===== src/design/hmsks_pkg.sv =====
`timescale 1ns / 1ps
// ----------------------------------------------------------------------------
// hmsks_pkg: shared types and constants of the HID key and move sequencer
// Holds the event kinds, the HID key codes, the limits of the move split and
// the command record that passes from the front part to the back part.
// ----------------------------------------------------------------------------
package hmsks_pkg;

  // Field widths of the input and result transactions.
  localparam int KeyValueW = 13;
  localparam int MoveW     = 14;
  localparam int MagW      = 13;
  localparam int CodeW     = 9;
  localparam int DeltaW    = 9;
  localparam int CountW    = 6;
  localparam int DivisorW  = 7;

  // Default depth of the command queue between the front and back parts.
  localparam int CmdDepth = 2;

  // Move split limits.
  localparam logic signed [MoveW-1:0] MoveLimit = 14'sd8000;
  localparam logic [DivisorW-1:0]     MaxStep   = 7'd127;
  localparam logic [CountW-1:0]       CountCap  = 6'd62;

  // Reciprocal of the step size, rounded up. With a 20-bit shift the
  // multiply-and-shift gives the exact quotient for every 13-bit magnitude.
  localparam int RecipShift = 20;
  localparam int RecipW     = 14;
  localparam logic [RecipW-1:0] StepRecip =
    RecipW'(((1 << RecipShift) + int'(MaxStep) - 1) / int'(MaxStep));

  // Bit positions of the modifiers within the key value.
  localparam int CtrlBit  = 10;
  localparam int AltBit   = 11;
  localparam int ShiftBit = 12;

  // HID key codes.
  localparam logic [CodeW-1:0] KeyBase   = 9'd136;
  localparam logic [CodeW-1:0] CodeCtrl  = 9'd128;
  localparam logic [CodeW-1:0] CodeShift = 9'd129;
  localparam logic [CodeW-1:0] CodeAlt   = 9'd130;

  // Operation codes of an input transaction.
  typedef enum logic {
    OP_KEY   = 1'b0,
    OP_MOUSE = 1'b1
  } op_t;

  // Kinds of result event.
  typedef enum logic [1:0] {
    EV_PRESS   = 2'd0,
    EV_RELEASE = 2'd1,
    EV_MOVE    = 2'd2,
    EV_CLICK   = 2'd3
  } ev_kind_t;

  // Front part states.
  typedef enum logic [2:0] {
    F_IDLE,
    F_CNT,
    F_DX,
    F_DY,
    F_PUSH
  } front_state_t;

  // Back part phases.
  typedef enum logic [2:0] {
    PH_IDLE,
    PH_MOD_DN,
    PH_KEY_DN,
    PH_KEY_UP,
    PH_MOD_UP,
    PH_STEP,
    PH_RESID,
    PH_CLICK
  } back_ph_t;

  // Classified command as queued for the back part.
  // mods: bit 0 ctrl, bit 1 alt, bit 2 shift.
  typedef struct packed {
    logic                     is_mouse;
    logic [7:0]               key;
    logic [2:0]               mods;
    logic [CountW-1:0]        count;
    logic signed [DeltaW-1:0] step_x;
    logic signed [DeltaW-1:0] step_y;
    logic signed [DeltaW-1:0] res_x;
    logic signed [DeltaW-1:0] res_y;
  } cmd_t;

  // Divider request and response.
  typedef struct packed {
    logic                start;
    logic [MagW-1:0]     dividend;
    logic [DivisorW-1:0] divisor;
  } div_req_t;

  typedef struct packed {
    logic                busy;
    logic                done;
    logic [MagW-1:0]     quot;
    logic [DivisorW-1:0] rem;
  } div_rsp_t;

endpackage


===== src/design/hmsks_div.sv =====
`timescale 1ns / 1ps
// ----------------------------------------------------------------------------
// hmsks_div: iterative unsigned divider
// Restoring division, one quotient bit per cycle, working from the top
// dividend bit down; done is raised for one cycle with the result.
// ----------------------------------------------------------------------------
module hmsks_div (
  input  logic                clk,
  input  logic                rst_n,
  input  hmsks_pkg::div_req_t req,
  output hmsks_pkg::div_rsp_t rsp
);

  localparam int BitCntW = $clog2(hmsks_pkg::MagW);

  logic                              busy_r, busy_nxt;
  logic                              done_r, done_nxt;
  logic [BitCntW-1:0]                bit_r, bit_nxt;
  logic [hmsks_pkg::MagW-1:0]        dvd_r, dvd_nxt;
  logic [hmsks_pkg::DivisorW:0]      rem_r, rem_nxt;
  logic [hmsks_pkg::DivisorW-1:0]    dsr_r, dsr_nxt;
  logic [hmsks_pkg::DivisorW:0]      trial;
  logic                              fits;

  // One restoring step: shift in the next dividend bit and try to subtract.
  always_comb begin
    trial    = {rem_r[hmsks_pkg::DivisorW-1:0], dvd_r[hmsks_pkg::MagW-1]};
    fits     = (trial >= {1'b0, dsr_r});
    busy_nxt = busy_r;
    done_nxt = 1'b0;
    bit_nxt  = bit_r;
    dvd_nxt  = dvd_r;
    rem_nxt  = rem_r;
    dsr_nxt  = dsr_r;
    if (req.start && !busy_r) begin
      busy_nxt = 1'b1;
      bit_nxt  = '0;
      dvd_nxt  = req.dividend;
      rem_nxt  = '0;
      dsr_nxt  = req.divisor;
    end else if (busy_r) begin
      rem_nxt = fits ? (trial - {1'b0, dsr_r}) : trial;
      dvd_nxt = {dvd_r[hmsks_pkg::MagW-2:0], fits};
      bit_nxt = bit_r + BitCntW'(1);
      if (bit_r == BitCntW'(hmsks_pkg::MagW - 1)) begin
        busy_nxt = 1'b0;
        done_nxt = 1'b1;
      end
    end
  end

  // Control state is reset; the datapath needs none.
  always_ff @(posedge clk) begin
    if (!rst_n) begin
      busy_r <= 1'b0;
      done_r <= 1'b0;
    end else begin
      busy_r <= busy_nxt;
      done_r <= done_nxt;
    end
  end

  always_ff @(posedge clk) begin
    bit_r <= bit_nxt;
    dvd_r <= dvd_nxt;
    rem_r <= rem_nxt;
    dsr_r <= dsr_nxt;
  end

  assign rsp.busy = busy_r;
  assign rsp.done = done_r;
  assign rsp.quot = dvd_r;
  assign rsp.rem  = rem_r[hmsks_pkg::DivisorW-1:0];

endmodule


===== src/design/hmsks_front.sv =====
`timescale 1ns / 1ps
// ----------------------------------------------------------------------------
// hmsks_front: command intake and classification
// Accepts a command, saturates the moves and, for a mouse command, works out
// the step count by a reciprocal multiplication and the per-step move and the
// residual with the divider, then pushes one classified command into the queue.
// ----------------------------------------------------------------------------
module hmsks_front (
  input  logic                                clk,
  input  logic                                rst_n,
  input  logic                                push,
  output logic                                full,
  input  logic                                in_operation,
  input  logic [hmsks_pkg::KeyValueW-1:0]     in_key_value,
  input  logic signed [hmsks_pkg::MoveW-1:0]  in_move_x,
  input  logic signed [hmsks_pkg::MoveW-1:0]  in_move_y,
  output hmsks_pkg::div_req_t                 div_req,
  input  hmsks_pkg::div_rsp_t                 div_rsp,
  output logic                                q_push,
  output hmsks_pkg::cmd_t                     q_data,
  input  logic                                q_full
);

  localparam int ProdW = hmsks_pkg::MagW + hmsks_pkg::RecipW;
  localparam int QuoW  = ProdW - hmsks_pkg::RecipShift;

  hmsks_pkg::front_state_t           state_r, state_nxt;
  hmsks_pkg::cmd_t                   cmd_r, cmd_nxt;
  logic [hmsks_pkg::MagW-1:0]        mag_x_r, mag_x_nxt, mag_y_r, mag_y_nxt;
  logic [hmsks_pkg::MagW-1:0]        big_r, big_nxt;
  logic                              neg_x_r, neg_x_nxt, neg_y_r, neg_y_nxt;
  logic signed [hmsks_pkg::MoveW-1:0] sat_x, sat_y;
  logic [hmsks_pkg::MoveW-1:0]       abs_x, abs_y;
  logic [hmsks_pkg::MagW-1:0]        big;
  logic [ProdW-1:0]                  cnt_prod;
  logic [QuoW-1:0]                   cnt_quo;
  logic [hmsks_pkg::CountW-1:0]      cnt_c;
  logic [hmsks_pkg::DeltaW-1:0]      q_mag, r_sum;
  logic                              accept;

  // Saturate the incoming moves and take their magnitudes.
  always_comb begin
    if (in_move_x > hmsks_pkg::MoveLimit) begin
      sat_x = hmsks_pkg::MoveLimit;
    end else if (in_move_x < -hmsks_pkg::MoveLimit) begin
      sat_x = -hmsks_pkg::MoveLimit;
    end else begin
      sat_x = in_move_x;
    end
    if (in_move_y > hmsks_pkg::MoveLimit) begin
      sat_y = hmsks_pkg::MoveLimit;
    end else if (in_move_y < -hmsks_pkg::MoveLimit) begin
      sat_y = -hmsks_pkg::MoveLimit;
    end else begin
      sat_y = in_move_y;
    end
    abs_x = sat_x[hmsks_pkg::MoveW-1] ? -sat_x : sat_x;
    abs_y = sat_y[hmsks_pkg::MoveW-1] ? -sat_y : sat_y;
    big   = (abs_x > abs_y) ? abs_x[hmsks_pkg::MagW-1:0] : abs_y[hmsks_pkg::MagW-1:0];
  end

  // Capped step count from the registered larger magnitude, and the step and
  // residual magnitudes from the divider.
  always_comb begin
    cnt_prod = ProdW'(big_r) * ProdW'(hmsks_pkg::StepRecip);
    cnt_quo  = cnt_prod[ProdW-1:hmsks_pkg::RecipShift];
    if (cnt_quo > QuoW'(hmsks_pkg::CountCap)) begin
      cnt_c = hmsks_pkg::CountCap;
    end else begin
      cnt_c = cnt_quo[hmsks_pkg::CountW-1:0];
    end
    q_mag = {1'b0, div_rsp.quot[7:0]};
    r_sum = q_mag + {2'b00, div_rsp.rem};
  end

  assign accept = push && !full;

  // Sequencing of the step count, the two divisions and the queue push.
  always_comb begin
    state_nxt = state_r;
    cmd_nxt   = cmd_r;
    mag_x_nxt = mag_x_r;
    mag_y_nxt = mag_y_r;
    big_nxt   = big_r;
    neg_x_nxt = neg_x_r;
    neg_y_nxt = neg_y_r;
    div_req   = '0;
    q_push    = 1'b0;
    full      = (state_r != hmsks_pkg::F_IDLE);
    unique case (state_r)
      hmsks_pkg::F_IDLE: begin
        if (accept) begin
          cmd_nxt          = '0;
          cmd_nxt.key      = in_key_value[7:0];
          cmd_nxt.mods     = {in_key_value[hmsks_pkg::ShiftBit],
                              in_key_value[hmsks_pkg::AltBit],
                              in_key_value[hmsks_pkg::CtrlBit]};
          cmd_nxt.is_mouse = (in_operation == hmsks_pkg::OP_MOUSE);
          mag_x_nxt        = abs_x[hmsks_pkg::MagW-1:0];
          mag_y_nxt        = abs_y[hmsks_pkg::MagW-1:0];
          big_nxt          = big;
          neg_x_nxt        = sat_x[hmsks_pkg::MoveW-1];
          neg_y_nxt        = sat_y[hmsks_pkg::MoveW-1];
          if (in_operation == hmsks_pkg::OP_MOUSE) begin
            state_nxt = hmsks_pkg::F_CNT;
          end else begin
            state_nxt = hmsks_pkg::F_PUSH;
          end
        end
      end
      hmsks_pkg::F_CNT: begin
        cmd_nxt.count    = cnt_c;
        div_req.start    = 1'b1;
        div_req.dividend = mag_x_r;
        div_req.divisor  = {1'b0, cnt_c} + hmsks_pkg::DivisorW'(1);
        state_nxt        = hmsks_pkg::F_DX;
      end
      hmsks_pkg::F_DX: begin
        if (div_rsp.done) begin
          cmd_nxt.step_x   = neg_x_r ? -q_mag : q_mag;
          cmd_nxt.res_x    = neg_x_r ? -r_sum : r_sum;
          div_req.start    = 1'b1;
          div_req.dividend = mag_y_r;
          div_req.divisor  = {1'b0, cmd_r.count} + hmsks_pkg::DivisorW'(1);
          state_nxt        = hmsks_pkg::F_DY;
        end
      end
      hmsks_pkg::F_DY: begin
        if (div_rsp.done) begin
          cmd_nxt.step_y = neg_y_r ? -q_mag : q_mag;
          cmd_nxt.res_y  = neg_y_r ? -r_sum : r_sum;
          state_nxt      = hmsks_pkg::F_PUSH;
        end
      end
      hmsks_pkg::F_PUSH: begin
        if (!q_full) begin
          q_push    = 1'b1;
          state_nxt = hmsks_pkg::F_IDLE;
        end
      end
      default: begin
        state_nxt = hmsks_pkg::F_IDLE;
      end
    endcase
  end

  assign q_data = cmd_r;

  always_ff @(posedge clk) begin
    if (!rst_n) begin
      state_r <= hmsks_pkg::F_IDLE;
    end else begin
      state_r <= state_nxt;
    end
  end

  always_ff @(posedge clk) begin
    cmd_r   <= cmd_nxt;
    mag_x_r <= mag_x_nxt;
    mag_y_r <= mag_y_nxt;
    big_r   <= big_nxt;
    neg_x_r <= neg_x_nxt;
    neg_y_r <= neg_y_nxt;
  end

endmodule


===== src/design/hmsks_queue.sv =====
`timescale 1ns / 1ps
// ----------------------------------------------------------------------------
// hmsks_queue: command queue between front and back
// A small first-in first-out store of classified commands in flip-flops,
// so that the front part can classify the next command while the back part
// is still emitting events.
// ----------------------------------------------------------------------------
module hmsks_queue #(
  parameter int DEPTH = hmsks_pkg::CmdDepth
) (
  input  logic            clk,
  input  logic            rst_n,
  input  logic            push,
  input  hmsks_pkg::cmd_t push_data,
  output logic            full,
  input  logic            pop,
  output hmsks_pkg::cmd_t pop_data,
  output logic            empty
);

  localparam int PtrW = (DEPTH > 1) ? $clog2(DEPTH) : 1;
  localparam int CntW = $clog2(DEPTH + 1);

  hmsks_pkg::cmd_t   mem_r [DEPTH];
  logic [PtrW-1:0]   wr_r, wr_nxt, rd_r, rd_nxt;
  logic [CntW-1:0]   cnt_r, cnt_nxt;
  logic              do_push, do_pop;

  assign full     = (cnt_r == CntW'(DEPTH));
  assign empty    = (cnt_r == '0);
  assign do_push  = push && !full;
  assign do_pop   = pop && !empty;
  assign pop_data = mem_r[rd_r];

  // Pointer and fill count update.
  always_comb begin
    wr_nxt  = wr_r;
    rd_nxt  = rd_r;
    cnt_nxt = cnt_r;
    if (do_push) begin
      wr_nxt = (wr_r == PtrW'(DEPTH - 1)) ? '0 : wr_r + PtrW'(1);
    end
    if (do_pop) begin
      rd_nxt = (rd_r == PtrW'(DEPTH - 1)) ? '0 : rd_r + PtrW'(1);
    end
    if (do_push && !do_pop) begin
      cnt_nxt = cnt_r + CntW'(1);
    end else if (do_pop && !do_push) begin
      cnt_nxt = cnt_r - CntW'(1);
    end
  end

  always_ff @(posedge clk) begin
    if (!rst_n) begin
      wr_r  <= '0;
      rd_r  <= '0;
      cnt_r <= '0;
    end else begin
      wr_r  <= wr_nxt;
      rd_r  <= rd_nxt;
      cnt_r <= cnt_nxt;
    end
  end

  // Storage write.
  always_ff @(posedge clk) begin
    if (do_push) begin
      mem_r[wr_r] <= push_data;
    end
  end

endmodule


===== src/design/hmsks_back.sv =====
`timescale 1ns / 1ps
// ----------------------------------------------------------------------------
// hmsks_back: event sequencer
// Takes one classified command from the queue and emits its HID events into
// an output register that the consumer pops, one per cycle while it keeps popping.
// ----------------------------------------------------------------------------
module hmsks_back (
  input  logic                                 clk,
  input  logic                                 rst_n,
  input  logic                                 q_empty,
  input  hmsks_pkg::cmd_t                      q_data,
  output logic                                 q_pop,
  output logic                                 empty,
  input  logic                                 pop,
  output logic [1:0]                           out_event_kind,
  output logic [hmsks_pkg::CodeW-1:0]          out_key_code,
  output logic signed [hmsks_pkg::DeltaW-1:0]  out_delta_x,
  output logic signed [hmsks_pkg::DeltaW-1:0]  out_delta_y,
  output logic                                 out_last
);

  hmsks_pkg::back_ph_t               ph_r, ph_nxt;
  hmsks_pkg::cmd_t                   ent_r, ent_nxt;
  logic [2:0]                        left_r, left_nxt;
  logic [hmsks_pkg::CountW-1:0]      cnt_r, cnt_nxt;
  logic                              ov_r, ov_nxt;
  hmsks_pkg::ev_kind_t               kind_r, e_kind;
  logic [hmsks_pkg::CodeW-1:0]       code_r, e_code;
  logic signed [hmsks_pkg::DeltaW-1:0] dx_r, dy_r, e_dx, e_dy;
  logic                              last_r, e_last;
  logic                              emit, slot_free;
  logic [2:0]                        low, left_clr;
  logic [hmsks_pkg::CodeW-1:0]       low_code, key_code;
  logic                              res_nz, ld_res_nz;

  assign slot_free = !ov_r || pop;
  assign key_code  = hmsks_pkg::KeyBase + {1'b0, ent_r.key};
  assign res_nz    = (ent_r.res_x != '0) || (ent_r.res_y != '0);
  assign ld_res_nz = (q_data.res_x != '0) || (q_data.res_y != '0);

  // Lowest modifier still to do, in the order ctrl, alt, shift.
  always_comb begin
    low      = left_r & (~left_r + 3'd1);
    left_clr = left_r & ~low;
    if (low[0]) begin
      low_code = hmsks_pkg::CodeCtrl;
    end else if (low[1]) begin
      low_code = hmsks_pkg::CodeAlt;
    end else begin
      low_code = hmsks_pkg::CodeShift;
    end
  end

  // Phase sequencer: loads a command, then emits one event per free slot.
  always_comb begin
    ph_nxt   = ph_r;
    ent_nxt  = ent_r;
    left_nxt = left_r;
    cnt_nxt  = cnt_r;
    q_pop    = 1'b0;
    emit     = 1'b0;
    e_kind   = hmsks_pkg::EV_PRESS;
    e_code   = '0;
    e_dx     = '0;
    e_dy     = '0;
    e_last   = 1'b0;
    unique case (ph_r)
      hmsks_pkg::PH_IDLE: begin
        if (!q_empty) begin
          q_pop    = 1'b1;
          ent_nxt  = q_data;
          cnt_nxt  = q_data.count;
          left_nxt = q_data.mods;
          if (q_data.is_mouse) begin
            if (q_data.count != '0) begin
              ph_nxt = hmsks_pkg::PH_STEP;
            end else if (ld_res_nz) begin
              ph_nxt = hmsks_pkg::PH_RESID;
            end else begin
              ph_nxt = hmsks_pkg::PH_CLICK;
            end
          end else if (q_data.mods != '0) begin
            ph_nxt = hmsks_pkg::PH_MOD_DN;
          end else begin
            ph_nxt = hmsks_pkg::PH_KEY_DN;
          end
        end
      end
      hmsks_pkg::PH_MOD_DN: begin
        if (slot_free) begin
          emit     = 1'b1;
          e_kind   = hmsks_pkg::EV_PRESS;
          e_code   = low_code;
          left_nxt = left_clr;
          if (left_clr == '0) begin
            ph_nxt = hmsks_pkg::PH_KEY_DN;
          end
        end
      end
      hmsks_pkg::PH_KEY_DN: begin
        if (slot_free) begin
          emit   = 1'b1;
          e_kind = hmsks_pkg::EV_PRESS;
          e_code = key_code;
          ph_nxt = hmsks_pkg::PH_KEY_UP;
        end
      end
      hmsks_pkg::PH_KEY_UP: begin
        if (slot_free) begin
          emit     = 1'b1;
          e_kind   = hmsks_pkg::EV_RELEASE;
          e_code   = key_code;
          e_last   = (ent_r.mods == '0);
          left_nxt = ent_r.mods;
          ph_nxt   = (ent_r.mods == '0) ? hmsks_pkg::PH_IDLE : hmsks_pkg::PH_MOD_UP;
        end
      end
      hmsks_pkg::PH_MOD_UP: begin
        if (slot_free) begin
          emit     = 1'b1;
          e_kind   = hmsks_pkg::EV_RELEASE;
          e_code   = low_code;
          e_last   = (left_clr == '0);
          left_nxt = left_clr;
          if (left_clr == '0) begin
            ph_nxt = hmsks_pkg::PH_IDLE;
          end
        end
      end
      hmsks_pkg::PH_STEP: begin
        if (slot_free) begin
          emit    = 1'b1;
          e_kind  = hmsks_pkg::EV_MOVE;
          e_dx    = ent_r.step_x;
          e_dy    = ent_r.step_y;
          cnt_nxt = cnt_r - hmsks_pkg::CountW'(1);
          if (cnt_r == hmsks_pkg::CountW'(1)) begin
            ph_nxt = res_nz ? hmsks_pkg::PH_RESID : hmsks_pkg::PH_CLICK;
          end
        end
      end
      hmsks_pkg::PH_RESID: begin
        if (slot_free) begin
          emit   = 1'b1;
          e_kind = hmsks_pkg::EV_MOVE;
          e_dx   = ent_r.res_x;
          e_dy   = ent_r.res_y;
          ph_nxt = hmsks_pkg::PH_CLICK;
        end
      end
      hmsks_pkg::PH_CLICK: begin
        if (slot_free) begin
          emit   = 1'b1;
          e_kind = hmsks_pkg::EV_CLICK;
          e_last = 1'b1;
          ph_nxt = hmsks_pkg::PH_IDLE;
        end
      end
      default: begin
        ph_nxt = hmsks_pkg::PH_IDLE;
      end
    endcase
  end

  // Output register occupancy.
  always_comb begin
    if (emit) begin
      ov_nxt = 1'b1;
    end else if (pop) begin
      ov_nxt = 1'b0;
    end else begin
      ov_nxt = ov_r;
    end
  end

  always_ff @(posedge clk) begin
    if (!rst_n) begin
      ph_r <= hmsks_pkg::PH_IDLE;
      ov_r <= 1'b0;
    end else begin
      ph_r <= ph_nxt;
      ov_r <= ov_nxt;
    end
  end

  always_ff @(posedge clk) begin
    ent_r  <= ent_nxt;
    left_r <= left_nxt;
    cnt_r  <= cnt_nxt;
    if (emit) begin
      kind_r <= e_kind;
      code_r <= e_code;
      dx_r   <= e_dx;
      dy_r   <= e_dy;
      last_r <= e_last;
    end
  end

  assign empty          = !ov_r;
  assign out_event_kind = kind_r;
  assign out_key_code   = code_r;
  assign out_delta_x    = dx_r;
  assign out_delta_y    = dy_r;
  assign out_last       = last_r;

endmodule


===== src/design/hid_move_split_key_sequencer_unit.sv =====
`timescale 1ns / 1ps
// ----------------------------------------------------------------------------
// hid_move_split_key_sequencer_unit: HID key and mouse move sequencer
// Turns key commands into modifier, key press and release events, and mouse
// commands into a run of equal move steps, any residual move and a click.
//
//   Channel  Handshake           Payload
//   input    push / full         in_operation, in_key_value, in_move_x/y
//   result   empty / pop         out_event_kind, out_key_code,
//                                out_delta_x/y, out_last
//
// A key command passes the accept and push states of the front part; a mouse
// command passes the accept state, the step count state, both divisions and
// the push. The back part first loads a command, then emits one event per
// cycle while the consumer keeps popping: up to 8 events for a key, up to 64
// for a move. The command queue lets the front classify the next command
// meanwhile. Reset is synchronous and clears all control state; there is no
// memory to sweep. Holding off pop stalls the back part and, once the queue is
// full, the front; full stays high until the front has queued its command.
// ----------------------------------------------------------------------------
module hid_move_split_key_sequencer_unit #(
  parameter int CMD_DEPTH = hmsks_pkg::CmdDepth
) (
  input  logic                                 clk,
  input  logic                                 rst_n,
  input  logic                                 push,
  output logic                                 full,
  input  logic                                 in_operation,
  input  logic [hmsks_pkg::KeyValueW-1:0]      in_key_value,
  input  logic signed [hmsks_pkg::MoveW-1:0]   in_move_x,
  input  logic signed [hmsks_pkg::MoveW-1:0]   in_move_y,
  output logic                                 empty,
  input  logic                                 pop,
  output logic [1:0]                           out_event_kind,
  output logic [hmsks_pkg::CodeW-1:0]          out_key_code,
  output logic signed [hmsks_pkg::DeltaW-1:0]  out_delta_x,
  output logic signed [hmsks_pkg::DeltaW-1:0]  out_delta_y,
  output logic                                 out_last
);

  hmsks_pkg::div_req_t div_req;
  hmsks_pkg::div_rsp_t div_rsp;
  hmsks_pkg::cmd_t     q_in, q_out;
  logic                q_push, q_full, q_pop, q_empty;

  // Divider for the per-axis step.
  hmsks_div u_div (
    .clk   (clk),
    .rst_n (rst_n),
    .req   (div_req),
    .rsp   (div_rsp)
  );

  // Front part: intake and classification.
  hmsks_front u_front (
    .clk          (clk),
    .rst_n        (rst_n),
    .push         (push),
    .full         (full),
    .in_operation (in_operation),
    .in_key_value (in_key_value),
    .in_move_x    (in_move_x),
    .in_move_y    (in_move_y),
    .div_req      (div_req),
    .div_rsp      (div_rsp),
    .q_push       (q_push),
    .q_data       (q_in),
    .q_full       (q_full)
  );

  // Command queue between the two parts.
  hmsks_queue #(
    .DEPTH (CMD_DEPTH)
  ) u_queue (
    .clk       (clk),
    .rst_n     (rst_n),
    .push      (q_push),
    .push_data (q_in),
    .full      (q_full),
    .pop       (q_pop),
    .pop_data  (q_out),
    .empty     (q_empty)
  );

  // Back part: event sequencing and output register.
  hmsks_back u_back (
    .clk            (clk),
    .rst_n          (rst_n),
    .q_empty        (q_empty),
    .q_data         (q_out),
    .q_pop          (q_pop),
    .empty          (empty),
    .pop            (pop),
    .out_event_kind (out_event_kind),
    .out_key_code   (out_key_code),
    .out_delta_x    (out_delta_x),
    .out_delta_y    (out_delta_y),
    .out_last       (out_last)
  );

`ifndef SYNTH
  // The front part never pushes into a full queue.
  assert property (@(posedge clk) disable iff (!rst_n) q_push |-> !q_full)
    else $error("command pushed into a full queue");

  // The divider is never started while a division is still running.
  assert property (@(posedge clk) disable iff (!rst_n) div_req.start |-> !div_rsp.busy)
    else $error("divider started while busy");

  // Once a transaction is taken the front part refuses the next one.
  assert property (@(posedge clk) disable iff (!rst_n) (push && !full) |=> full)
    else $error("front part ready directly after accepting a transaction");

  // A click always closes its command.
  assert property (@(posedge clk) disable iff (!rst_n)
    (!empty && out_event_kind == hmsks_pkg::EV_CLICK) |-> out_last)
    else $error("click event without last");
`endif

endmodule


===== config.mk =====
export PLATFORM = sky130hd
export DESIGN_NAME = hid_move_split_key_sequencer_unit
export DESIGN_NICKNAME = d
export VERILOG_FILES = /design/src/design/hmsks_pkg.sv /design/src/design/hmsks_div.sv /design/src/design/hmsks_front.sv /design/src/design/hmsks_queue.sv /design/src/design/hmsks_back.sv /design/src/design/hid_move_split_key_sequencer_unit.sv
export SDC_FILE = /design/constraint.sdc
export NUM_CORES = 1
export LEC_CHECK = 0
export BUFFER_PORTS_ARGS = -buffer_cell sky130_fd_sc_hd__buf_2
export CAP_MARGIN = 20
export CORE_MARGIN = 2
export CORE_UTILIZATION = 55
export DETAILED_ROUTE_END_ITERATION = 8
export GPL_TIMING_DRIVEN = 1
export HOLD_SLACK_MARGIN = 0.1
export PLACE_DENSITY = 0.75
export SYNTH_ARGS = -nofsm -noshare
export SYNTH_HDL_FRONTEND = slang
export SYNTH_HIERARCHICAL = 1
export SYNTH_SLANG_ARGS = --single-unit

===== constraint.sdc =====
create_clock -name clk -period 5.3 [get_ports clk]
set_clock_uncertainty 0.1 [all_clocks]
set_input_delay 1.06 -clock clk [delete_from_list [all_inputs] [get_ports clk]]
set_output_delay 1.06 -clock clk [all_outputs]
set_load 0.05 [all_outputs]

# Word-level counts from Yosys, hierarchy flattened
# Memory sizes are Yosys's and may differ from the RTL's. A register that Yosys moved wholly into a read port is not among the register bits.
# Cells that the tools add are included.
[op_classes] addsub=16 mul=1 order_cmp=7 n_eq_ne=30 n_mux=96 bitwise_logic=7 n_reduce_logical=51
[ops] cell="9-bit two-way mux" count=15
[ops] cell="9-bit case mux with 2 select lines" count=7
[ops] cell="14-bit two-way mux" count=6
[ops] cell="3-bit two-way mux" count=22
[ops] cell="42-bit two-way mux" count=1
[ops] cell="21-bit case mux with 2 select lines" count=1
[ops] cell="13-bit two-way mux" count=3
[ops] cell="9-bit nonzero test" count=4
[ops] cell="14-bit greater-than comparator, second input constant" count=2
[ops] cell="14-bit less-than comparator, second input constant" count=2
[ops] cell="14-bit negation" count=2
[ops] cell="13-bit by 14-bit multiplier with 27-bit output, second input constant" count=1
[ops] cell="2-bit by 1-bit inequality test with 1-bit output, second input constant" count=12
[ops] cell="3-bit case mux with 8 select lines" count=1
[ops] cell="6-bit case mux with 2 select lines" count=2
[ops] cell="1-bit two-way mux" count=23
[ops] cell="21-bit two-way mux" count=1
[ops] cell="6-bit two-way mux" count=3
[ops] cell="3-bit == test, second input constant" count=5
[ops] cell="3-bit case mux with 5 select lines" count=1
[ops] cell="6-bit by 1-bit adder with 7-bit output, second input constant" count=2
[ops] cell="14-bit greater-than comparator" count=1
[ops] cell="2-bit nonzero test" count=7
[ops] cell="3-bit by 2-bit == test with 1-bit output, second input constant" count=4
[ops] cell="40 further kinds" count=80
[word_totals] reg_bits=225 ramBits=108 inputBits=46 output_inout_bits=32 mem_count=1
[mem_list] memory="u_queue.mem_r" words=2 word_bits=54 read_ports=1 rd_ports_with_merged_regs=1 wr=1 line="hmsks_queue.sv:24" source="hmsks_pkg::cmd_t mem_r [DEPTH];"

# Depth between registers and ports, before layout
# Gate-level depths: netlist (run 1).
[logic_depth] word_depth=9 ltp_mapped=24 mapped_depth_nobuf=21

# By module
# Netlist (run 1), hierarchy kept.
[modules_own_cells] mod="hmsks_front" instances=1 cells_each=704 area_each_um2=6991.7 seq_area_each_um2=2912.8
[modules_own_cells] mod="hmsks_queue" instances=1 cells_each=193 area_each_um2=4127.7 seq_area_each_um2=3343.2
[modules_own_cells] mod="hmsks_back" instances=1 cells_each=265 area_each_um2=3678.5 seq_area_each_um2=2662.6
[modules_own_cells] mod="hmsks_div" instances=1 cells_each=151 area_each_um2=1715.4 seq_area_each_um2=860.8

# Worst setup path before layout (run 1)
# Ideal clock, no wire load.
[synth_timing] path_kind="input to register" from="in in_move_y[8] (netlist name)" to="reg u_front/big_r[10] (netlist name), data pin" setup_time_ns=0.260 arrival_time_ns=4.996 required_time_ns=4.940 setup_slack_ns=-0.055 stages=23 path_buffers=3 cell_sequence="buf_4 nor3_1 nand2_1 a211o_1 nand2_1 ha_1 clkbuf_1 nor2_1 nand2_1 ha_1 nand3_1 nor2_1 a31oi_1 xnor2_1 nor2_1 ha_1 nand4_1 nor2_1 o21ai_0 a21oi_1 o21ai_1 buf_2 mux2_2"
[synth_via] elab_chain_cells=7
[synth_rtl] item="from (decl)" line="hid_move_split_key_sequencer_unit.sv:31" source="input logic signed [hmsks_pkg::MoveW-1:0] in_move_y,"
[synth_rtl] item="14-bit less-than comparator" line="hmsks_front.sv:52" source="end else if (in_move_y < -hmsks_pkg::MoveLimit) begin"
[synth_rtl] item="14-bit two-way mux" line="hmsks_front.sv:52"
[synth_rtl] item="14-bit two-way mux (*)" line="hmsks_front.sv:50" source="if (in_move_y > hmsks_pkg::MoveLimit) begin"
[synth_rtl] item="14-bit negation" line="hmsks_front.sv:58" source="abs_y = sat_y[hmsks_pkg::MoveW-1] ? -sat_y : sat_y;"
[synth_rtl] item="14-bit two-way mux (*)" line="hmsks_front.sv:58"
[synth_rtl] item="14-bit greater-than comparator" line="hmsks_front.sv:59" source="big = (abs_x > abs_y) ? abs_x[hmsks_pkg::MagW-1:0] : abs_y[hmsks_pkg::MagW-1:0];"
[synth_rtl] item="13-bit two-way mux (*)" line="hmsks_front.sv:59"
[synth_rtl] item="named net u_front.big, one bit" line="hmsks_front.sv:34" source="logic [hmsks_pkg::MagW-1:0] big;"
[synth_rtl] item="to (signal assigned)" line="hmsks_front.sv:161" source="big_r <= big_nxt;"
[synth_rtl] item="to (decl)" line="hmsks_front.sv:30" source="logic [hmsks_pkg::MagW-1:0] big_r, big_nxt;"
# Mark *: on every way through the listed nets, which the timed path passes. The rest lies on a longest branch.
# A chain may end at the register's enable or synchronous reset.

# Worst setup path in the final report (run 1)
[layout_timing] from="in in_move_y[8] (netlist name)" to="reg u_front/big_r[1] (netlist name), data pin"
# Same word-level chain as after synthesis.

==> flow_summary_export.csv, run 1 <==
group,metric,value,unit
outcome,outcome,"finished clean",
clock_tree,cts.repair.resized,0,
clock_tree,cts_buffers,31,
layout,fillCellCount,2249,
hold_path,hold_path_depth,0,
layout,drive_gt1_frac,0.187,
hold_path,hold_path.class,"reg -> reg",
sta,fin_crit_sh,0.898,
detailed_routing,first_iter_violations,588,
critical_path,r2r-start,"u_front/big_r[12]",
layout,multi_input_area,0.00624,sq mm
sta,timing.final.hold_violations,0,
die,ios,78,
layout,nets,1527,
critical_path,worstReg2RegEnd,"u_div/dsr_r[4]",
clock_tree,ctsRootBufferMaster,"clkbuf_16",
clock_tree,cts_hold_buf,0,
critical_path,required,5.49,ns
clock_tree,htreeDepth,1,
synth,synth_area,0.0165,sq mm
grt,first_global_vias,10200,
detailed_routing,antenna_left,0,
critical_path,reg2reg_slack,1.00,ns
power,power,7450,uW
sta,min_period,4.76,ns
grt,overflow,0,
synth,netlist_instances,1312,
critical_path,cp-endpoint,"u_front/big_r[1]",
clock_tree,cts_tree,"done",
synth,ys_warn_count,6,
layout,regArea,0.00978,sq mm
detailed_routing,drc,0,
detailed_routing,via_per_inst,5.78,
sta,tightest_slew,0.759,ns
clock_tree,clkSinkCount,334,
place,gp_congestion,0.909,
sta,worst_hold_slack,0.343,ns
place,io_buffers,75,
critical_path,path_max_fanout,8,
sta,max_slew_margin,0.493,
grt,antenna_found_initial,1,
die,core-area,0.0296,sq mm
critical_path,worstPathArrival,4.95,ns
power,irDropWorstVdd,0.231,mV
layout,synthToLayoutAreaGrowth,10.9,%
die,initial_core_util,0.558,
detailed_routing,dr.pass1.iters,5,
die,die_area,0.0314,sq mm
clock_tree,post_cts_buffers,0,
sta,setup_tns,0,ns
die,rows,63,
synth,syn_avg_cell_area,12.6,sq um
power,p_leak,0.00697,uW
sta,finalMaxSlewViolations,0,
power,pwr_density_cell,407,mW/mm^2
place,place.detailed.hpwl,22700,um
detailed_routing,drt-total-wl,31600,um
die,die_h,177,um
critical_path,r2r_cells,14,
sta,fmax,0.210,GHz
critical_path,critPathLaunchType,"input port",
die,die_w,177,um
detailed_routing,vias,10500,
sta,finalSetupViolCount,0,
job,cap_violations,0,
clock_tree,cts_buffer_depth,3,
critical_path,critical_path.startpoint,"in_move_y[8]",
synth,synth_nets,1440,
detailed_routing,wl_per_cell,17.4,um
critical_path,cp-end-kind,"flop",
sta,rsz0062_at_grt,"no",
critical_path,critPathKind,"in -> reg",
clock_tree,cts.clk_slew.worst_paths,0.06,ns
grt,grt_max_degree,56,
grt,grtUsageTotal,0.203,
grt,grt_pass1_wl,51500,um
clock_tree,clock_latency,0.55,ns
[layer usage]
metal	vias to the layer above	global-route usage	share of wire
met3	55	0.0217	0.045
li1	5091	-	-
met2	277	0.366	0.51
met5	-	0	0
met4	0	0.0510	0.021
met1	5051	0.262	0.43
[layout by cell type (no fill, tap or decap), types with 16 or more instances in the layout]
cell type  count
ha_1          79
buf_2         75
clkbuf_16     31
nand3_1       20
xor2_1        31
dfxtp_1       24
edfxtp_1     309
a22o_1        16
nand2_1       92
buf_4         31
a22oi_1       21
mux2_2        74
xnor2_1       27
o21ai_0       42
nor2b_1       16
nor3_1        27
a21oi_1       33
inv_1         61
nor2_1       130
[per-stage QoR]
stage	setup WS (ns)	area, sq um	utilization	cells
CTS	0.610	18300	0.619	1811
finish	0.540	18300	0.619	1813
floorplan	0.00106	16500	-	1312
detailed placement	0.0351	17400	0.587	1755
global route	0.171	18300	0.619	1813
global placement	0.142	17400	0.587	1755
[flip-flops by register name, summed over array words and instances (netlist names), 4 cells and up, named ones only]
name / flops
u_back/ent_r: 47
u_back/out_delta_x: 9
u_front/mag_x_r: 13
u_back/out_delta_y: 9
u_div/dsr_r: 7
u_queue/mem_r: 108
u_back/out_key_code: 9
u_front/q_data: 54
u_div/dvd_r: 13
u_div/bit_r: 4
u_div/rem_r: 7
u_back/cnt_r: 6
u_front/mag_y_r: 13
u_front/big_r: 13
[final cells by class]
class,count,share of cell area
repair buffers,107,0.0343
inverters,64,0.0131
multi-input cells,861,0.341
clock inverters,19,0.00738
flip-flops and latches,334,0.534
clock buffers,37,0.0436
diodes,1,0.000137
well taps,390,0.0266
[power breakdown]
| group | internal, uW | leakage (uW) | switching, uW |
|---|---|---|---|
| Combinational | 637 | 0.00340 | 1260 |
| Clock | 1130 | 0.000464 | 916 |
| Sequential | 3310 | 0.00311 | 204 |
[worst max-delay path, cell delays in order]
cell and delay [ns]:
buf_2 0.14, nor3_1 0.23, nand2_1 0.11, a211o_1 0.27, nand2_1 0.07, ha_1 0.23, nor2_1 0.26, nand2_1 0.12
ha_1 0.28, nand3_1 0.13, nor2_1 0.09, a31oi_1 0.21, xnor2_1 0.18, nor2_1 0.10, ha_1 0.33, nand4_1 0.11
nor2_1 0.07, o21ai_0 0.14, a21oi_1 0.06, o21ai_1 0.17, buf_4 0.18, mux2_2 0.37
[worst min-delay path by stage]
stage / from / to / slack [ns]
floorplan: u_front/q_data[0] / u_queue/mem_r[0][0] / 0.32
global placement: u_front/q_data[53] / u_queue/mem_r[0][53] / 0.32
detailed placement: u_front/q_data[14] / u_queue/mem_r[0][14] / 0.33
CTS: u_front/q_data[14] / u_queue/mem_r[0][14] / 0.35
global route: u_front/q_data[50] / u_queue/mem_r[1][50] / 0.36
finish: u_front/q_data[33] / u_queue/mem_r[1][33] / 0.34
Power figures use the tool's default switching activity.
==> run 2, diff against run 1 <==
- CORE_ASPECT_RATIO: not set -> 0.6
==> flow_summary_export.csv, run 2 (same netlist as run 1, synthesis figures left out) <==
group,metric,value,unit
outcome,outcome,"finished clean",
layout,drive_gt1_frac,0.192,
clock_tree,clkSinkCount,334,
layout,stdcell_count,1833,
critical_path,crit_chain,"buf_2 > nor3_1 > nand2_1 > a211o_1 > nand2_1 > ha_1 > nor2_1 > nand2_1 > ha_1 > nand3_1 > nor2_1 > a31oi_1 > xnor2_1 > nor2_1 > ha_1 > nand4_1 > nor2_1 > o21ai_0 > a21oi_1 > o21ai_1 > buf_4 > mux2i_1",
clock_tree,cts_tree,"done",
layout,nets,1529,
power,pwr_density_cell,418,mW/mm^2
critical_path,critPathMaxStageDelay,0.41,ns
critical_path,path_max_fanout,13,
critical_path,r2r_cells,15,
die,die_w,228,um
clock_tree,cts.clk_slew.worst_paths,0.06,ns
layout,largest_register,"u_queue/mem_r",
layout,fillCellCount,2217,
detailed_routing,vias,10900,
sta,max_slew_margin,0.351,
die,die_area,0.0315,sq mm
clock_tree,htreeDepth,1,
sta,timing.final.hold_violations,0,
sta,setup_tns,0,ns
clock_tree,cts.repair.resized,0,
critical_path,cp-endpoint,"u_front/big_r[5]",
job,cap_violations,0,
clock_tree,clock_latency,0.56,ns
sta,fin_crit_sh,0.918,
place,gp_congestion,0.888,
clock_tree,post_cts_buffers,0,
grt,grtUsageTotal,0.233,
clock_tree,ctsRootBufferMaster,"clkbuf_16",
power,p_leak,0.00702,uW
power,switching_share,0.325,
place,io_buffers,75,
die,core-area,0.0297,sq mm
sta,tightest_slew,0.971,ns
place,dp_cells,1775,
critical_path,r2r-start,"u_front/big_r[12]",
die,initial_core_util,0.555,
clock_tree,cts_buffer_depth,3,
grt,overflow,0,
power,power,7710,uW
power,irDropWorstVdd,0.271,mV
clock_tree,cts_hold_buf,0,
critical_path,critical_path.startpoint,"in_move_y[10]",
grt,first_global_vias,10300,
layout,synthToLayoutAreaGrowth,11.7,%
critical_path,cpMostUsedCell,"nor2_1",
hold_path,hold_path.class,"reg -> reg",
clock_tree,cts_buffers,30,
die,rows,49,
critical_path,critPathLaunchType,"input port",
critical_path,critPathKind,"in -> reg",
layout,antennaDiodeCount,0,
detailed_routing,wl_per_cell,19.8,um
place,place.detailed.hpwl,25900,um
layout,layout_common_cells,"edfxtp_1, nor2_1, nand2_1, ha_1, buf_2",
critical_path,reg2reg_slack,0.83,ns
layout,regArea,0.00978,sq mm
layout,multi_input_area,0.00624,sq mm
sta,fmax,0.206,GHz
detailed_routing,dr.pass1.iters,5,
critical_path,worstReg2RegEnd,"u_div/dsr_r[4]",
critical_path,cp-end-kind,"flop",
sta,rsz0062_at_grt,"no",
grt,grt_max_degree,49,
layout,final_cell_area,0.0184,sq mm
power,clkPwrFrac,0.285,
critical_path,worstPathArrival,5.09,ns
sta,finalSetupViolCount,0,
grt,grt_pass1_wl,56800,um
power,p_seq_frac,0.460,
sta,finalMaxSlewViolations,0,
power,switchingPower,2510,uW
power,p_int,5200,uW
detailed_routing,antenna_left,0,
critical_path,required,5.53,ns
power,combPwrFrac,0.255,
detailed_routing,first_iter_violations,1278,
sta,min_period,4.86,ns
detailed_routing,via_per_inst,5.95,
place,place_area,0.0174,sq mm
die,ios,78,
detailed_routing,drt-total-wl,36200,um
grt,antenna_found_initial,0,
layout,final_common_cell,"edfxtp_1",
layout,largest_register_ffs,108,
die,die_h,138,um
detailed_routing,drc,0,
critical_path,crit_path_top_delay_cell,"mux2i_1",
run 2: worst max-delay path: cells and delay by family:
family                   cells  cell delay, ns
buffers and inverters        2            0.37
adder cells (fa/ha/maj)      3            0.80
multiplexers                 1            0.41
XOR/XNOR                     1            0.09
AND/OR/NAND/NOR             10            1.52
AO/OA/AOI/OAI                5            0.85
run 2: worst min path at each step:
stage | end | cells past startpoint | start
after floorplan | u_queue/mem_r[0][0] | 0 | u_front/q_data[0]
after global placement | u_queue/mem_r[0][52] | 0 | u_front/q_data[52]
after detailed placement | u_queue/mem_r[0][50] | 0 | u_front/q_data[50]
after CTS | u_queue/mem_r[0][50] | 0 | u_front/q_data[50]
after global routing | u_queue/mem_r[0][50] | 0 | u_front/q_data[50]
final | u_queue/mem_r[1][50] | 0 | u_front/q_data[50]
run 2: per-stage QoR:
step                hold WS (ns)  setup slack [ns]  utilization
CTS                        0.331             0.560        0.619
detailed placement         0.329           -0.0195        0.585
finish                     0.333             0.437        0.620
global placement           0.324            0.0656        0.585
floorplan                  0.321           0.00106            -
global route               0.343             0.216        0.620
run 2: final cells by class:
cell class / instances / share of cell area
Clock inverter: 15 / 0.00726
Tap cell: 408 / 0.0277
Clock buffer: 41 / 0.0474
Sequential cell: 334 / 0.530
Timing Repair Buffer: 110 / 0.0357
Multi-Input combinational cell: 861 / 0.338
Inverter: 64 / 0.0130
run 2: power by group through the flow:
| stage | combinational (uW) | sequential (uW) | clock [uW] |
|---|---|---|---|
| global route | 2140 | 3590 | 2320 |
| finish | 1960 | 3550 | 2190 |
| floorplan | 1090 | 3890 | 0 |
| detailed placement | 1940 | 3600 | 0 |
| global placement | 1870 | 3580 | 0 |
| CTS | 1950 | 3540 | 2220 |
run 2: metal layers:
| layer | GRT usage | part of all wire |
|---|---|---|
| met1 | 0.386 | 0.49 |
| met3 | 0.0370 | 0.082 |
| met2 | 0.327 | 0.42 |
| met5 | 0 | 0 |
| met4 | 0.0341 | 0.0088 |
==> run 3, diff against run 2 <==
- PLACE_DENSITY: 0.75 -> 0.73
- clock period: 5.3 -> 6.15 ns (I/O delays scaled with it)
==> flow_summary_export.csv, run 3 (same netlist as run 1, synthesis figures left out) <==
group,metric,value,unit
clock_tree,post_cts_buffers,0,
place,place_area,0.0173,sq mm
clock_tree,htreeDepth,1,
clock_tree,cts.clk_slew.worst_paths,0.06,ns
detailed_routing,vias,10700,
layout,final_cell_area,0.0184,sq mm
clock_tree,cts_hold_buf,0,
sta,fmax,0.187,GHz
die,ios,78,
power,p_leak,0.00696,uW
layout,synthToLayoutAreaGrowth,11.3,%
sta,max_slew_margin,0.363,
job,cap_violations,0,
detailed_routing,drt-total-wl,35800,um
die,die_w,228,um
critical_path,critPathKind,"in -> reg",
critical_path,r2r-start,"u_front/big_r[12]",
sta,tightest_slew,0.956,ns
layout,layout_common_cells,"edfxtp_1, nor2_1, nand2_1, ha_1, buf_2",
outcome,outcome,"finished clean",
layout,largest_register,"u_queue/mem_r",
sta,setup_tns,0,ns
grt,antenna_found_initial,0,
grt,overflow,0,
grt,grt_max_degree,49,
layout,antennaDiodeCount,0,
hold_path,hold_path_depth,0,
sta,rsz0062_at_grt,"no",
critical_path,cp-end-kind,"flop",
critical_path,path_max_fanout,8,
hold_path,hold_path.class,"reg -> reg",
place,gp_congestion,0.893,
detailed_routing,wl_per_cell,19.7,um
die,rows,49,
place,io_buffers,75,
clock_tree,cts_tree,"done",
critical_path,r2r_cells,14,
place,place.detailed.hpwl,25300,um
sta,fin_crit_sh,0.870,
clock_tree,cts_buffer_depth,3,
critical_path,required,6.36,ns
detailed_routing,via_per_inst,5.90,
layout,nets,1512,
grt,met1_usage,0.397,
detailed_routing,dr.pass1.iters,7,
detailed_routing,drc,0,
critical_path,critPathLaunchType,"input port",
clock_tree,clock_latency,0.56,ns
clock_tree,ctsRootBufferMaster,"clkbuf_16",
die,initial_core_util,0.555,
power,power,6780,uW
die,die_area,0.0315,sq mm
grt,first_global_vias,10200,
detailed_routing,first_iter_violations,1161,
sta,worst_hold_slack,0.347,ns
detailed_routing,antenna_left,0,
sta,finalSetupViolCount,0,
hold_path,hold_end,"u_queue/mem_r[0][22]",
grt,grt_busiest_layer,"met1",
die,die_h,138,um
sta,finalMaxSlewViolations,0,
grt,use_met2,0.312,
power,irDropWorstVdd,0.229,mV
hold_path,min_from,"u_front/q_data[22]",
critical_path,worstReg2RegEnd,"u_div/dsr_r[4]",
die,core-area,0.0297,sq mm
clock_tree,cts.repair.resized,0,
layout,largest_register_ffs,108,
power,pwr_density_cell,369,mW/mm^2
clock_tree,clkSinkCount,334,
grt,met3_usage,0.0380,
layout,drive_gt1_frac,0.181,
grt,grt_pass1_wl,56800,um
clock_tree,cts_buffers,30,
sta,min_period,5.35,ns
sta,timing.final.hold_violations,0,
layout,final_common_cell,"edfxtp_1",
grt,grtUsageTotal,0.232,
critical_path,worstPathArrival,5.56,ns
critical_path,reg2reg_slack,1.77,ns
==> run 3: changes by cell type in the layout (fill, tap and decap cells not counted), sizes merged <==
cell | previous run | this run
clkinv | 10 | 11
buf | 110 | 93
clkbuf | 41 | 35
bufinv | 2 | 7
==> run 3: power by group <==
part	switching [uW]	total, uW	internal, uW
Clock	819	2040	1220
Combinational	1140	1680	542
Sequential	208	3060	2850
Total	2170	6780	4610
==> run 3: worst max-delay path, cell delays in order <==
cell and delay, ns:
buf_2 0.14, nor3_1 0.32, nand2_1 0.13, a211o_1 0.29, nand2_1 0.07, ha_1 0.24, nor2_1 0.25, nand2_1 0.16
ha_1 0.32, nand3_1 0.15, nor2_1 0.09, a31oi_1 0.21, xnor2_1 0.10, nor2_1 0.38, ha_1 0.33, nand4_1 0.11
nor2_1 0.07, o21ai_0 0.15, a21oi_1 0.06, o21ai_1 0.16, buf_4 0.19, mux2i_1 0.41
==> run 3: layout make-up <==
class / instances / area, sq um
Timing Repair Buffer: 93 / 518
Tap cell: 408 / 510
Clock inverter: 21 / 290
Fill cell: 2270 / 11400
Multi-Input combinational cell: 861 / 6240
Inverter: 64 / 240
Clock buffer: 35 / 791
Sequential cell: 334 / 9780
==> run 3: worst max path at each step <==
stage                 start           endpoint
3_3_place_gp   in_move_y[8]  u_front/big_r[10]
4_1_cts        in_move_y[8]  u_front/big_r[11]
2_1_floorplan  in_move_y[8]  u_front/big_r[10]
6_report       in_move_y[8]   u_front/big_r[5]
3_5_place_dp   in_move_y[8]   u_front/big_r[6]
5_1_grt        in_move_y[8]   u_front/big_r[5]
==> run 3: through the flow <==
step	setup slack [ns]	std cells	utilization
3_5_place_dp	0.365	1759	0.581
4_1_cts	0.957	1815	0.617
5_1_grt	0.408	1816	0.618
2_1_floorplan	0.625	1312	-
3_3_place_gp	0.439	1759	0.581
6_report	0.801	1816	0.618
==> run 3: per-layer routing <==
metal,share of wire,wire [um]
met1,0.51,18300
met2,0.40,14300
met3,0.081,2900
met4,0.010,369
met5,0,0
